**src/rtl/ffsa_pkg.sv**
```systemverilog
// shared types and codes for the first-fit aligned suballocator
// no dependencies
package ffsa_pkg;

  localparam logic [1:0] ST_OK        = 2'd0;
  localparam logic [1:0] ST_NO_SPACE  = 2'd1;
  localparam logic [1:0] ST_FULL      = 2'd2;
  localparam logic [1:0] ST_NOT_FOUND = 2'd3;

  localparam logic KIND_ALLOC = 1'b0;
  localparam logic KIND_FREE  = 1'b1;

  typedef struct packed {
    logic        kind;
    logic [31:0] req_size;
    logic [31:0] req_align;
    logic [31:0] free_offset;
  } req_t;

  typedef struct packed {
    logic [1:0]  status;
    logic [31:0] part_offset;
  } rsp_t;

  typedef struct packed {
    logic [31:0] offset;
    logic [31:0] size;
  } entry_t;

  // request and reply of the remainder unit
  typedef struct packed {
    logic        start;
    logic [32:0] dividend;
    logic [31:0] divisor;
  } mod_req_t;

  typedef struct packed {
    logic        done;
    logic [31:0] rem;
  } mod_rsp_t;

endpackage

```
**src/rtl/ffsa_mod.sv**
```systemverilog
// bit-serial restoring remainder: 33-bit dividend by 32-bit divisor
// depends on ffsa_pkg for the request and reply structs
module ffsa_mod (
  input  logic               clk,
  input  logic               rst_n,
  input  ffsa_pkg::mod_req_t req,
  output ffsa_pkg::mod_rsp_t rsp
);

  logic [32:0] dvd_r, dvd_nxt;
  logic [31:0] dvs_r, dvs_nxt;
  logic [31:0] rem_r, rem_nxt;
  logic [5:0]  cnt_r, cnt_nxt;
  logic        busy_r, busy_nxt;
  logic        done_r, done_nxt;
  logic [32:0] trial;

  // one quotient bit per cycle
  always_comb begin
    dvd_nxt  = dvd_r;
    dvs_nxt  = dvs_r;
    rem_nxt  = rem_r;
    cnt_nxt  = cnt_r;
    busy_nxt = busy_r;
    done_nxt = 1'b0;
    trial    = {rem_r, dvd_r[32]};
    if (req.start) begin
      dvd_nxt  = req.dividend;
      dvs_nxt  = req.divisor;
      rem_nxt  = '0;
      cnt_nxt  = 6'd32;
      busy_nxt = 1'b1;
    end else if (busy_r) begin
      if (trial >= {1'b0, dvs_r}) begin
        rem_nxt = 32'(trial - {1'b0, dvs_r});
      end else begin
        rem_nxt = trial[31:0];
      end
      dvd_nxt = {dvd_r[31:0], 1'b0};
      cnt_nxt = cnt_r - 6'd1;
      if (cnt_r == 6'd0) begin
        busy_nxt = 1'b0;
        done_nxt = 1'b1;
      end
    end
  end

  always_ff @(posedge clk) begin
    if (!rst_n) begin
      busy_r <= 1'b0;
      done_r <= 1'b0;
      cnt_r  <= '0;
    end else begin
      busy_r <= busy_nxt;
      done_r <= done_nxt;
      cnt_r  <= cnt_nxt;
    end
    dvd_r <= dvd_nxt;
    dvs_r <= dvs_nxt;
    rem_r <= rem_nxt;
  end

  assign rsp.done = done_r;
  assign rsp.rem  = rem_r;

endmodule

```
**config.mk**
```make
export PLATFORM = sky130hd
export DESIGN_NAME = ffsa_mod
export DESIGN_NICKNAME = d
export VERILOG_FILES = /design/src/rtl/ffsa_pkg.sv /design/src/rtl/ffsa_mod.sv
export SDC_FILE = /design/constraint.sdc
export NUM_CORES = 1
export LEC_CHECK = 0
export BUFFER_PORTS_ARGS = -buffer_cell sky130_fd_sc_hd__buf_2
export CORE_MARGIN = 10
export CORE_UTILIZATION = 30
export DETAILED_ROUTE_END_ITERATION = 10
export GPL_ROUTABILITY_DRIVEN = 0
export SLEW_MARGIN = 25
export SYNTH_ARGS = -nofsm -noshare
export SYNTH_HDL_FRONTEND = slang
export SYNTH_SLANG_ARGS = --single-unit
```
**constraint.sdc**
```tcl
create_clock -name clk -period 5.96 [get_ports clk]
set_clock_uncertainty 0.05 [all_clocks]
set_input_delay 1.192 -clock clk [delete_from_list [all_inputs] [get_ports clk]]
set_output_delay 1.192 -clock clk [all_outputs]
set_load 0.01 [all_outputs]
```
==> qor.txt <==
Worst Setup End Kind: flop
Post-Syn Area: 5970 sq um
cells along the critical path: ha_1, nand4_1, nor2_1, and3_1, a311o_1, a211o_1, a31oi_4, a21oi_1, a221oi_2
Most used DFF post-synth: edfxtp_1
TritonCTS clock tree: done
Synth warnings: 0
CP required: 6.19 ns
WL final: 15,200 microns
top cells by area, synth: edfxtp_1 33%, dfxtp_1 13%, ha_1 7.1%
port bufs: 100
Synth Area in Compound Gates: 17.1%
Worst EP arrival: 3.51 ns
Final Setup Violations: 0
Max stage delay cell, worst path: a31oi_4
final worst path period need: 3.29 ns
CTS buffer count: 9
Reg-to-Reg End: rem_r[10]
Post-synth ARST share: 0%
simple-gate share of the synthesized area: 13.0%
fmax: 0.304 GHz
remaining global-route overflow: 0
Pint: 1.37 mW
WHS Path Cells: 2
Post-DP HPWL: 11,200 microns
CP bufs+invs: 0
layout cell share with drive strength beyond 1: 24.7%
top cells by count, synth: 65 x edfxtp_1, 61 x nand2_1, 49 x nor2_1
Final Cycle Share: 55.2%
CTS Hold Buffers Added: 0
first-pass GRT wire length: 24,400 microns
Worst Hold Launch: cnt_r[0]
post-route ant nets: 0
wire per inst: 16.1 microns
cells after synthesis: 589
Clock transition at path regs: 0.07 ns
sw frac: 30.6%
most common cell in the netlist: edfxtp_1
Netlist cell types: 57
family with the most delay on the worst path: compound AO/OA/AOI/OAI gates
Finished Layout Cells: 947
share of the synthesized area in the top cell type: 32.7%
CTS max path bufs: 2
power share of the combinational group: 23.5%
worst reg2reg setup slack: 2.67 ns
final setup TNS: 0 ns
largest area contributor in the netlist: edfxtp_1
clock root buffer: clkbuf_16
vias in the first global route: 4,565
largest net degree at the start of global routing: 59
I/O pin total: 101
max-slew violations: 0
switching power: 601 uW
Leak: 2.93 nW
final hold slack: 0.411 ns
Min-Delay Endpoint: cnt_r[0]
initial antenna violation count: 6
Synth Net Count: 692
Synth-to-Final Area Change: 16.8%
clock share of power: 31.4%
Max VDD drop: 0.163 mV
Reg power frac: 45.1%
GRT Total Usage: 11.7%
pre-CTS WS: 2.66 ns
Cell Rows: 51
die height: 161 microns
H-tree depth: 3
CTS Sinks: 105
mux share of post-synthesis cell area: 6.87%
RSZ-0062 raised after global routing: false
clk_lat worst skew: 0.37 ns
Net count, final: 778
status: completed
Max-Cap Viols: 0
initial drt markers: 270
Initial Util: 30.6%
Hold Path Class: reg -> reg
1st-pass router iterations: 5
#FFs+latches synth: 105
Max-slew headroom: 36.1%
cells on worst reg2reg path: 9
Worst Max-Slew Pin Slew: 0.959 ns
worst-path fanout max: 32
Final Util: 35.7%
fillers: 2,040
placed insts: 929
worst reg2reg startpoint: rem_r[21]
Synth Area in XOR/XNOR: 3.81%
largest family of logic cells by synthesized area: compound AO/OA/AOI/OAI gates
# DRC: 0
PD cells: 282 nW/um^2
Setup WS post-layout: 2.67 ns
Worst path max stage delay: 0.77 ns
Via-to-Cell Ratio: 4.89
Final Hold Fails: 0
crit start category: flop
core area: 19,500 sq um
Vias: 4,630
Die Area: 25,900 sq um
sequential share of the synthesized area: 46.1%
Post-CTS Setup Inserts: 0
EDFF count, synth: 65
Syn Area/Cell: 10.1 sq um
Crit Path Category: reg -> reg
CTS resizes: 0
Synth Area in Adders: 7.46%
chip width: 161 microns
-- registers in the layout, summed over array words and instances (netlist names) --
name,count
dvd_r,33
dvs_r,32
rem_r,32
cnt_r,6
busy_r,1
done_r,1
-- cells by family after synthesis --
logic type,Yosys count
xor+xnor,26
flops,105
buf+inv,75
simple gates,169
mux,37
compound gates,142
fa+ha+maj,35
-- area by class of cell --
cell class	count	area, sq um	area share [%]
well taps	265	332	4.75
multi-input cells	409	2880	41.3
clock inverters	7	80.1	1.15
repair buffers	102	518	7.43
inverters	48	180	2.58
flip-flops and latches	105	2760	39.5
clock buffers	9	225	3.23
diodes	2	5.00	0.0718
-- power groups by stage --
stage	logic [mW]	registers, mW	clock network (mW)
3_5_place_dp	0.465	0.904	0
2_1_floorplan	0.350	0.895	0
3_3_place_gp	0.464	0.902	0
4_1_cts	0.467	0.888	0.641
6_report	0.463	0.887	0.619
5_1_grt	0.522	0.896	0.667
-- placed cells by master, fill, tap and decap left out, types with 13 or more instances in the layout --
cell type	instances
ha_1	34
xnor2_1	16
dfxtp_1	39
o21ai_0	25
nand3_1	13
a21oi_1	40
nor2_1	49
edfxtp_1	65
buf_2	99
nand2_1	61
mux2_2	32
inv_1	48
-- worst reg2reg max path, stage by stage, from the launching register on --
cell      delay [ns]
dfxtp_1         0.36
ha_1            0.42
nand4_1         0.18
nor2_1          0.07
and3_1          0.20
a311o_1         0.35
a211o_1         0.34
a31oi_4         0.77
a21oi_1         0.20
a221oi_2        0.27
-- metrics by stage --
stage / area, sq um / power (mW)
floorplan: 5970 / 1.25
global placement: 6660 / 1.37
detailed placement: 6660 / 1.37
CTS: 6970 / 2.00
global route: 6970 / 2.08
finish: 6970 / 1.97
-- metal layers --
metal | global-route usage [%] | up-vias | wire length (microns)
li1 | - | 2320 | -
met2 | 18.2 | 105 | 6840
met5 | 0 | - | 72
met3 | 5.57 | 25 | 1180
met1 | 14.4 | 2170 | 6950
met4 | 2.85 | 10 | 173
-- worst max path at each step --
stage / startpoint / to / depth (start not counted)
after floorplan: dvd_r[32] / rem_r[28] / 12
after global placement: req[65] / dvd_r[8] / 4
after detailed placement: dvs_r[22] / rem_r[4] / 10
after CTS: dvs_r[22] / rem_r[4] / 10
after global routing: dvs_r[22] / rem_r[29] / 10
final: rem_r[21] / rem_r[10] / 9
No activity file was read; power rests on OpenSTA's default activity.
